==> src/rtl/core/sha1s_pkg.sv <==
package sha1s_pkg;

  // round constants, one per group of twenty rounds
  localparam logic [31:0] K_00_19 = 32'h5A827999;
  localparam logic [31:0] K_20_39 = 32'h6ED9EBA1;
  localparam logic [31:0] K_40_59 = 32'h8F1BBCDC;
  localparam logic [31:0] K_60_79 = 32'hCA62C1D6;

  localparam logic [31:0] H_INIT [0:4] = '{
    32'h67452301, 32'hEFCDAB89, 32'h98BADCFE, 32'h10325476, 32'hC3D2E1F0
  };

  localparam logic [7:0] PAD_MARK  = 8'h80;
  localparam logic [5:0] FILL_LEN  = 6'd56;
  localparam logic [5:0] FILL_LAST = 6'd63;

  localparam logic [6:0] ROUND_LAST = 7'd79;
  localparam logic [6:0] ROUND_G1   = 7'd20;
  localparam logic [6:0] ROUND_G2   = 7'd40;
  localparam logic [6:0] ROUND_G3   = 7'd60;

  localparam logic [2:0] WORD_LAST = 3'd4;

  // source of the byte pushed into the block
  localparam logic [1:0] SRC_INPUT = 2'd0;
  localparam logic [1:0] SRC_MARK  = 2'd1;
  localparam logic [1:0] SRC_ZERO  = 2'd2;
  localparam logic [1:0] SRC_LEN   = 2'd3;

  typedef struct packed {
    logic       push;
    logic [1:0] src;
    logic       step;
    logic       add;
    logic       restart;
    logic [2:0] word_sel;
  } cmd_t;

  typedef struct packed {
    logic fill_last;
    logic fill_at_len;
    logic round_last;
  } stat_t;

endpackage

==> src/rtl/core/sha1s_dp.sv <==
module sha1s_dp
  import sha1s_pkg::*;
(
  input  logic        clk,
  input  logic        rst,
  input  cmd_t        cmd,
  input  logic [7:0]  data_byte,
  output stat_t       stat,
  output logic [31:0] digest_word
);

  logic [511:0] blk;
  logic [31:0]  chain [0:4];
  logic [31:0]  wa, wb, wc, wd, we;
  logic [6:0]   round;
  logic [5:0]   fill;
  logic [63:0]  message_bits;

  logic [7:0]   byte_in;
  logic [31:0]  w_cur, w_new, w_mix, f, k, tmp;

  function automatic logic [31:0] word_at(input logic [511:0] v, input int i);
    word_at = v[511 - 32*i -: 32];
  endfunction

  always_comb begin
    case (cmd.src)
      SRC_INPUT: byte_in = data_byte;
      SRC_MARK:  byte_in = PAD_MARK;
      SRC_ZERO:  byte_in = 8'h00;
      SRC_LEN:   byte_in = message_bits[63:56];
      default:   byte_in = 8'h00;
    endcase
  end

  // rolling schedule: oldest word at the top of the block register
  assign w_cur = word_at(blk, 0);
  assign w_mix = word_at(blk, 13) ^ word_at(blk, 8) ^ word_at(blk, 2) ^ w_cur;
  assign w_new = {w_mix[30:0], w_mix[31]};

  always_comb begin
    if (round < ROUND_G1) begin
      f = (wb & wc) | (~wb & wd);
      k = K_00_19;
    end else if (round < ROUND_G2) begin
      f = wb ^ wc ^ wd;
      k = K_20_39;
    end else if (round < ROUND_G3) begin
      f = (wb & wc) | (wb & wd) | (wc & wd);
      k = K_40_59;
    end else begin
      f = wb ^ wc ^ wd;
      k = K_60_79;
    end
  end

  assign tmp = {wa[26:0], wa[31:27]} + f + we + k + w_cur;

  always_ff @(posedge clk) begin
    if (cmd.push) begin
      blk <= {blk[503:0], byte_in};
    end else if (cmd.step) begin
      blk <= {blk[479:0], w_new};
    end
  end

  always_ff @(posedge clk) begin
    if (rst) begin
      for (int i = 0; i < 5; i++) chain[i] <= H_INIT[i];
      wa <= '0;
      wb <= '0;
      wc <= '0;
      wd <= '0;
      we <= '0;
      round <= '0;
      fill <= '0;
      message_bits <= '0;
    end else begin
      if (cmd.push) begin
        fill <= fill + 6'd1;
        if (cmd.src == SRC_INPUT) message_bits <= message_bits + 64'd8;
        if (cmd.src == SRC_LEN) message_bits <= {message_bits[55:0], 8'h00};
        // block complete: load working words for the compression
        if (fill == FILL_LAST) begin
          wa <= chain[0];
          wb <= chain[1];
          wc <= chain[2];
          wd <= chain[3];
          we <= chain[4];
          round <= '0;
        end
      end
      if (cmd.step) begin
        wa <= tmp;
        wb <= wa;
        wc <= {wb[1:0], wb[31:2]};
        wd <= wc;
        we <= wd;
        round <= round + 7'd1;
      end
      if (cmd.add) begin
        chain[0] <= chain[0] + wa;
        chain[1] <= chain[1] + wb;
        chain[2] <= chain[2] + wc;
        chain[3] <= chain[3] + wd;
        chain[4] <= chain[4] + we;
      end
      if (cmd.restart) begin
        for (int i = 0; i < 5; i++) chain[i] <= H_INIT[i];
        message_bits <= '0;
      end
    end
  end

  assign stat.fill_last   = (fill == FILL_LAST);
  assign stat.fill_at_len = (fill == FILL_LEN);
  assign stat.round_last  = (round == ROUND_LAST);

  always_comb begin
    case (cmd.word_sel)
      3'd0:    digest_word = chain[0];
      3'd1:    digest_word = chain[1];
      3'd2:    digest_word = chain[2];
      3'd3:    digest_word = chain[3];
      3'd4:    digest_word = chain[4];
      default: digest_word = '0;
    endcase
  end

endmodule

==> src/rtl/core/sha1s_ctrl.sv <==
module sha1s_ctrl
  import sha1s_pkg::*;
(
  input  logic       clk,
  input  logic       rst,
  input  logic       in_valid,
  input  logic       byte_present,
  input  logic       end_of_message,
  input  logic       out_stall,
  input  stat_t      stat,
  output cmd_t       cmd,
  output logic       in_stall,
  output logic       out_valid,
  output logic [2:0] word_index,
  output logic       last_word
);

  localparam logic [2:0] S_IDLE   = 3'd0;
  localparam logic [2:0] S_PAD80  = 3'd1;
  localparam logic [2:0] S_PADZ   = 3'd2;
  localparam logic [2:0] S_PADLEN = 3'd3;
  localparam logic [2:0] S_COMP   = 3'd4;
  localparam logic [2:0] S_ADD    = 3'd5;
  localparam logic [2:0] S_OUT    = 3'd6;

  logic [2:0] state, state_next;
  logic [2:0] ret, ret_next;
  logic [2:0] idx, idx_next;

  always_comb begin
    state_next = state;
    ret_next = ret;
    idx_next = idx;
    cmd = '0;
    cmd.word_sel = idx;
    case (state)
      S_IDLE: begin
        if (in_valid) begin
          if (byte_present) begin
            cmd.push = 1'b1;
            cmd.src = SRC_INPUT;
            if (stat.fill_last) begin
              state_next = S_COMP;
              ret_next = end_of_message ? S_PAD80 : S_IDLE;
            end else if (end_of_message) begin
              state_next = S_PAD80;
            end
          end else if (end_of_message) begin
            state_next = S_PAD80;
          end
        end
      end
      S_PAD80: begin
        cmd.push = 1'b1;
        cmd.src = SRC_MARK;
        if (stat.fill_last) begin
          state_next = S_COMP;
          ret_next = S_PADZ;
        end else begin
          state_next = S_PADZ;
        end
      end
      S_PADZ: begin
        if (stat.fill_at_len) begin
          state_next = S_PADLEN;
        end else begin
          cmd.push = 1'b1;
          cmd.src = SRC_ZERO;
          if (stat.fill_last) begin
            state_next = S_COMP;
            ret_next = S_PADZ;
          end
        end
      end
      S_PADLEN: begin
        // length bytes fill positions 56 to 63, the last one closes the block
        cmd.push = 1'b1;
        cmd.src = SRC_LEN;
        if (stat.fill_last) begin
          state_next = S_COMP;
          ret_next = S_OUT;
        end
      end
      S_COMP: begin
        cmd.step = 1'b1;
        if (stat.round_last) state_next = S_ADD;
      end
      S_ADD: begin
        cmd.add = 1'b1;
        state_next = ret;
      end
      S_OUT: begin
        if (!out_stall) begin
          if (idx == WORD_LAST) begin
            cmd.restart = 1'b1;
            idx_next = '0;
            state_next = S_IDLE;
          end else begin
            idx_next = idx + 3'd1;
          end
        end
      end
      default: state_next = S_IDLE;
    endcase
  end

  always_ff @(posedge clk) begin
    if (rst) begin
      state <= S_IDLE;
      ret <= S_IDLE;
      idx <= '0;
    end else begin
      state <= state_next;
      ret <= ret_next;
      idx <= idx_next;
    end
  end

  assign in_stall   = (state != S_IDLE);
  assign out_valid  = (state == S_OUT);
  assign word_index = idx;
  assign last_word  = (idx == WORD_LAST);

endmodule

==> src/rtl/core/sha1_stream_hasher.sv <==
// SHA-1 hasher over a byte stream. One request carries at most one message
// byte and an end-of-message mark; a request with the mark (with or without a
// byte) pads the message and returns the 160-bit digest as five 32-bit words,
// H0 first, after which the hasher is ready for the next message. A byte that
// does not complete a 64-byte block is taken without stalling the input. A byte
// that completes a block starts the compression, one round per cycle over 80
// rounds, after which the result is folded into the chaining words, with the
// input stalled throughout. Finishing a message pushes the padding bytes (up to
// 72, the length bytes included) one at a time, passes through an idle step at
// the start of the length field, compresses each of the one or two padding
// blocks and then hands out the digest words; no request is taken until the
// last word has gone. On long messages the hasher takes no new byte while a
// block is being compressed.
module sha1_stream_hasher
  import sha1s_pkg::*;
(
  input  logic        clk,
  input  logic        rst,
  input  logic        in_valid,
  output logic        in_stall,
  input  logic [7:0]  data_byte,
  input  logic        byte_present,
  input  logic        end_of_message,
  output logic        out_valid,
  input  logic        out_stall,
  output logic [31:0] digest_word,
  output logic [2:0]  word_index,
  output logic        last_word
);

  cmd_t  cmd;
  stat_t stat;

  sha1s_ctrl u_ctrl (
    .clk            (clk),
    .rst            (rst),
    .in_valid       (in_valid),
    .byte_present   (byte_present),
    .end_of_message (end_of_message),
    .out_stall      (out_stall),
    .stat           (stat),
    .cmd            (cmd),
    .in_stall       (in_stall),
    .out_valid      (out_valid),
    .word_index     (word_index),
    .last_word      (last_word)
  );

  sha1s_dp u_dp (
    .clk         (clk),
    .rst         (rst),
    .cmd         (cmd),
    .data_byte   (data_byte),
    .stat        (stat),
    .digest_word (digest_word)
  );

endmodule

==> config.mk <==
export PLATFORM = sky130hd
export DESIGN_NAME = sha1_stream_hasher
export DESIGN_NICKNAME = d
export VERILOG_FILES = /design/src/rtl/core/sha1s_pkg.sv /design/src/rtl/core/sha1s_dp.sv /design/src/rtl/core/sha1s_ctrl.sv /design/src/rtl/core/sha1_stream_hasher.sv
export SDC_FILE = /design/constraint.sdc
export NUM_CORES = 2
export LEC_CHECK = 0
export BUFFER_PORTS_ARGS = -buffer_cell sky130_fd_sc_hd__buf_2
export CORE_ASPECT_RATIO = 0.6
export CORE_MARGIN = 4
export CORE_UTILIZATION = 60
export DETAILED_ROUTE_END_ITERATION = 10
export PLACE_DENSITY = 0.76
export SLEW_MARGIN = 20
export SYNTH_ARGS = -nofsm -noshare
export SYNTH_HDL_FRONTEND = slang
export SYNTH_HIERARCHICAL = 1
export SYNTH_SLANG_ARGS = --single-unit
==> constraint.sdc <==
create_clock -name clk -period 21.1 [get_ports clk]
set_input_delay 4.22 -clock clk [delete_from_list [all_inputs] [get_ports clk]]
set_output_delay 4.22 -clock clk [all_outputs]
set_load 0.05 [all_outputs]
=== Word-level counts from Yosys, hierarchy flattened ===
Memory sizes are Yosys's and may differ from the RTL's.
Cells that the tools add are included.

* Bits in writable memories: 160
* Word-level logic and storage cells: 168
* Output and inout bits: 38
* Bits in latches: 0
* Bits of input ports: 14
* Flip-flop bits (word level): 758
* Memories kept: 1
* Bits in read-only memories: 0

* Div/mod/pow operators: 0
* $mul: 0
* Shifts and indexed selects: 0
* Equal/unequal tests: 24
* Order comparisons: 3
* $add $sub $neg: 13
* Multiplexer cells: 77
* Reduce and logical (&&, ||, !) cells: 14
* Bitwise gates (word level): 24

{| class="wikitable"
|+ Memories
! name !! words !! width !! read ports !! clocked after memory_dff !! write ports !! RTL line !! text
|-
| u_dp.chain || 5 || 32 || 5 || 0 || 5 || sha1s_dp.sv:13 || <nowiki>logic [31:0] chain [0:4];</nowiki>
|}

{| class="wikitable"
|+ Operators by type and width
! kind !! count
|-
| $mux 512 || 2
|-
| $mux 32 || 30
|-
| $add 32x32->32 || 9
|-
| $pmux 32 s5 || 1
|-
| $xor 32x32->32 || 5
|-
| $and 32x32->32 || 4
|-
| $mux 64 || 2
|-
| $or 32x32->32 || 3
|-
| $add 64x4->64 const B || 1
|-
| $mux 3 || 20
|-
| $not 32->32 || 1
|-
| $pmux 8 s4 || 1
|-
| $mux 31 || 1
|-
| $pmux 3 s4 || 2
|-
| $mux 7 || 3
|-
| $pmux 3 s7 || 1
|-
| $lt 7x6->1 const B || 2
|-
| $mux 1 || 14
|-
| $ne 2x2->1 const B || 7
|-
| $eq 3x2->1 const B || 4
|-
| $eq 3x3->1 const B || 4
|-
| $eq 6x6->1 const B || 2
|-
| $or 1x1->1 || 10
|-
| $add 7x1->7 const B || 1
|-
| other kinds (18) || 25
|}

=== Depth between registers and ports, before layout ===
* Depth after elaboration: 11
* Depth in mapped cells: 25

=== Cells and area by module ===
The synthesis kept the hierarchy.

{| class="wikitable"
|+ Modules (own cells, without submodules)
! module !! cells an instance !! area each (µm²) !! times used
|-
| sha1s_dp || 5051 || 52928.3 || 1
|-
| sha1s_ctrl || 83 || 631.9 || 1
|}

=== Worst setup path after synthesis ===
No wires, ideal clock.

* Path type: in2reg
* Start point: in byte_present
* End point: reg u_dp.blk[0], enable pin
* Data arrival time: 11699 ps
* Stages on the path: 8
* Data required time: 20433 ps
* Path slack: 8734 ps
* Path buffers: 3
* Setup time: 667 ps
* Path through: nand2_1 -> mux2i_1 -> nor2_1 -> nor2_1 -> clkbuf_1 -> clkbuf_1 -> clkbuf_1 -> or2_2

{| class="wikitable"
|+ RTL lines
! what !! RTL line !! text
|-
| start: declaration || sha1_stream_hasher.sv:22 || <nowiki>input logic byte_present,</nowiki>
|-
| end signal: assignment || sha1s_dp.sv:61 || <nowiki>blk <= {blk[503:0], byte_in};</nowiki>
|-
| end signal: assignment || sha1s_dp.sv:63 || <nowiki>blk <= {blk[479:0], w_new};</nowiki>
|-
| end: declaration || sha1s_dp.sv:12 || <nowiki>logic [511:0] blk;</nowiki>
|}

==> flow_metrics.env <==
export IMPL_outcome="finished, final reports clean"
export IMPL_dp_slack_ns=11.46
export IMPL_post_route_min_period_ns=9.02
export IMPL_wire_per_inst_um=22.7
export IMPL_worstSkewPairLatency_ns=0.69
export IMPL_finalSetupViolations=0
export IMPL_syn_nets=5474
export IMPL_start_kind="primary input"
export IMPL_drt_iter0_drc=4741
export IMPL_synth_cell_type_count=96
export IMPL_gp_congestion=1.01
export IMPL_syn_to_final_growth_pct=7.49
export IMPL_overflow=0
export IMPL_io_pins=52
export IMPL_synth_area_mux_share_pct=14.7
export IMPL_synth_area_leaders="edfxtp_1, dfxtp_1, mux2_2"
export IMPL_synth_top_area_share_pct=28.7
export IMPL_gr_usage_all_layers_pct=29.4
export IMPL_avgSynthCellArea_um2=10.4
export IMPL_netlist_area_um2=53600
export IMPL_cts_sinks=915
export IMPL_root_buffer="clkbuf_16"
export IMPL_layout_nets=5389
export IMPL_fill_cells=6829
export IMPL_critPathMaxFanout=175
export IMPL_final_area_um2=57600
export IMPL_slew_viol_final=0
export IMPL_grt_max_degree=200
export IMPL_r2r_start="u_dp/round[5]"
export IMPL_yosys_area_share_simple_pct=10.4
export IMPL_route_detailed_drc=0
export IMPL_htree_levels=3
export IMPL_maxCapViolations=0
export IMPL_worst_r2r_cell_count=21
export IMPL_routed_wl_um=142000
export IMPL_dieWidth_um=394
export IMPL_synthAdderAreaFrac_pct=9.37
export IMPL_cp_arrival_ns=9.44
export IMPL_power_leakage_nw=21.7
export IMPL_synth_top_cell_by_area="edfxtp_1"
export IMPL_firstDrtPassIters=7
export IMPL_synth_top_family_by_area="multiplexers"
export IMPL_required_ns=21.52
export IMPL_powerDensity_nw_per_um2=83.7
export IMPL_core_um2=88100
export IMPL_port_buffers=51
export IMPL_ctsHoldBuffers=0
export IMPL_layout_drive_gt1_share_pct=15.0
export IMPL_row_count=84
export IMPL_cts_tree="built"
export IMPL_tns_ns=0
export IMPL_ys_seq_area_share_pct=43.8
export IMPL_synth_edf_count=512
export IMPL_num_vias=40093
export IMPL_worstHoldPathType="register to register"
export IMPL_async_reset_ff_share_pct=0
export IMPL_cts_made_buffers=85
export IMPL_worstReg2RegEnd="u_dp/wa[30]"
export IMPL_yosysWarnings=6
export IMPL_viasPerCell=6.38
export IMPL_r2r_slack_ns=14.08
export IMPL_grt_pass1_wl_um=218000
export IMPL_synth_commonest_cells="nor2_1, edfxtp_1, mux2_2"
export IMPL_fin_skew_ns=0.0201
export IMPL_min_from="u_dp/chain[0][127]"
export IMPL_cts_resized=0
export IMPL_relSlewSlack_pct=19.4
export IMPL_postRouteAntennaNets=0
export IMPL_dieArea_um2=94300
export IMPL_worst_slew_pin_slew_ns=1.21
export IMPL_hpwl_um=99800
export IMPL_hold_end="u_dp/chain[0][127]"
export IMPL_place_area_um2=54700
export IMPL_floorplan_initialDensity_pct=60.8
export IMPL_clkSlewWorstSetupHoldPaths_ns=0.06
export IMPL_synth_ff_type="edfxtp_1"
export IMPL_antenna_found_initial=4
export IMPL_synth_compound_area_share_pct=14.0
export IMPL_vdd_drop_max_v=0.0000633
export IMPL_synth_seq_cells=915
export IMPL_yosys_cell_count_top_type="nor2_1"
export IMPL_cts_setup_buffers=0
export IMPL_synth_cells=5134
export IMPL_grt_pass1_vias=36441
export IMPL_finalWorstSetupSlack_ns=12.08
export IMPL_clock_tree_buffer_depth=3
export IMPL_fin_crit_sh_pct=42.7
export IMPL_max_freq_mhz=111
export IMPL_path_class="primary input to register"
export IMPL_finalPower_mw=4.82
export IMPL_min_path_cells=2
export IMPL_timing_hold_violations_final=0
export IMPL_synth_xor_area_share_pct=4.06
export IMPL_die_y_um=239
export IMPL_rsz0062_at_grt="false"
export IMPL_end_kind="register"
-- cell usage in the layout (no fill, tap or decap), drive strengths merged, types with 32 or more instances in the layout --
cell type  instances
dfxtp            403
inv              254
nand2            274
mux2             490
fa               125
a221o             49
ha               201
xnor2            166
o21ai            267
nor2b             49
xor2              82
mux2i            234
a211oi           131
a21o              79
nor2             572
nand3             79
nor3              51
clkinv            32
clkbuf           113
a31oi             32
edfxtp           512
buf               93
a21oi            370
-- worst max-delay path by stage --
stage | from | to | slack [ns] | depth (start not counted)
2_1_floorplan | byte_present | u_dp/blk[0] | 8.73 | 8
3_3_place_gp | byte_present | u_dp/blk[313] | 11.49 | 11
3_5_place_dp | byte_present | u_dp/blk[257] | 11.46 | 11
4_1_cts | byte_present | u_dp/blk[42] | 12.19 | 11
5_1_grt | byte_present | u_dp/blk[113] | 11.78 | 11
6_report | byte_present | u_dp/blk[281] | 12.08 | 11
-- flip-flops by register name, summed over array words and instances, names as in the netlist --
signal,count
u_dp/fill,6
u_dp/chain,160
u_ctrl/ret,3
u_ctrl/state,3
u_dp/wb,32
u_dp/wd,32
u_dp/message_bits,61
u_dp/we,32
u_dp/wa,32
u_dp/round,7
u_dp/wc,32
u_dp/blk,512
u_ctrl/word_index,3
-- cells by family (layout without fill, tap and decap cells) --
| family | count (synthesis) | in the layout |
|---|---|---|
| fa+ha+maj | 326 | 326 |
| other cells | 0 | 1 |
| mux | 725 | 725 |
| flops | 915 | 915 |
| simple gates | 1230 | 1230 |
| compound gates | 1174 | 1174 |
| buf+inv | 516 | 503 |
| xor+xnor | 248 | 248 |
-- area by class of cell --
type	instances	area, um2	area share [%]
multi-input cells	3703	28300	49.1
flip-flops and latches	915	23400	40.7
clock buffers	112	2320	4.03
well taps	1161	1450	2.52
inverters	250	940	1.63
repair buffers	94	619	1.08
clock inverters	47	537	0.932
diodes	1	2.50	0.00435
-- report_power, final --
part           internal, mW  switching, mW
clock network         0.896          0.722
registers              2.23          0.168
logic                 0.392          0.414
-- critical path, cell delays in order --
cell	delay, ns
buf_2	0.10
nand2_1	0.12
mux2i_1	0.15
nor2_1	0.08
nor2_4	0.14
buf_4	0.75
buf_12	0.64
buf_4	0.81
buf_4	0.91
buf_4	0.82
mux2_2	0.42
-- per-stage QoR --
stage / util [%] / hold slack [ns] / std cells
after floorplan: - / 0.443 / 5134
after global placement: 62.1 / 0.456 / 6122
after detailed placement: 62.1 / 0.462 / 6122
after CTS: 65.4 / 0.496 / 6281
after global routing: 65.4 / 0.531 / 6282
final: 65.4 / 0.499 / 6283
-- routing by layer --
metal	share of wire [%]	vias to the layer above	global-route usage (%)	wire, um
li1	-	18524	-	-
met1	47	19495	46.6	66700
met2	39	1847	38.7	55400
met3	12	225	9.02	17300
met4	2.2	2	6.88	3090
met5	0.0091	-	0	13
No activity file was read; power rests on OpenSTA's default activity.
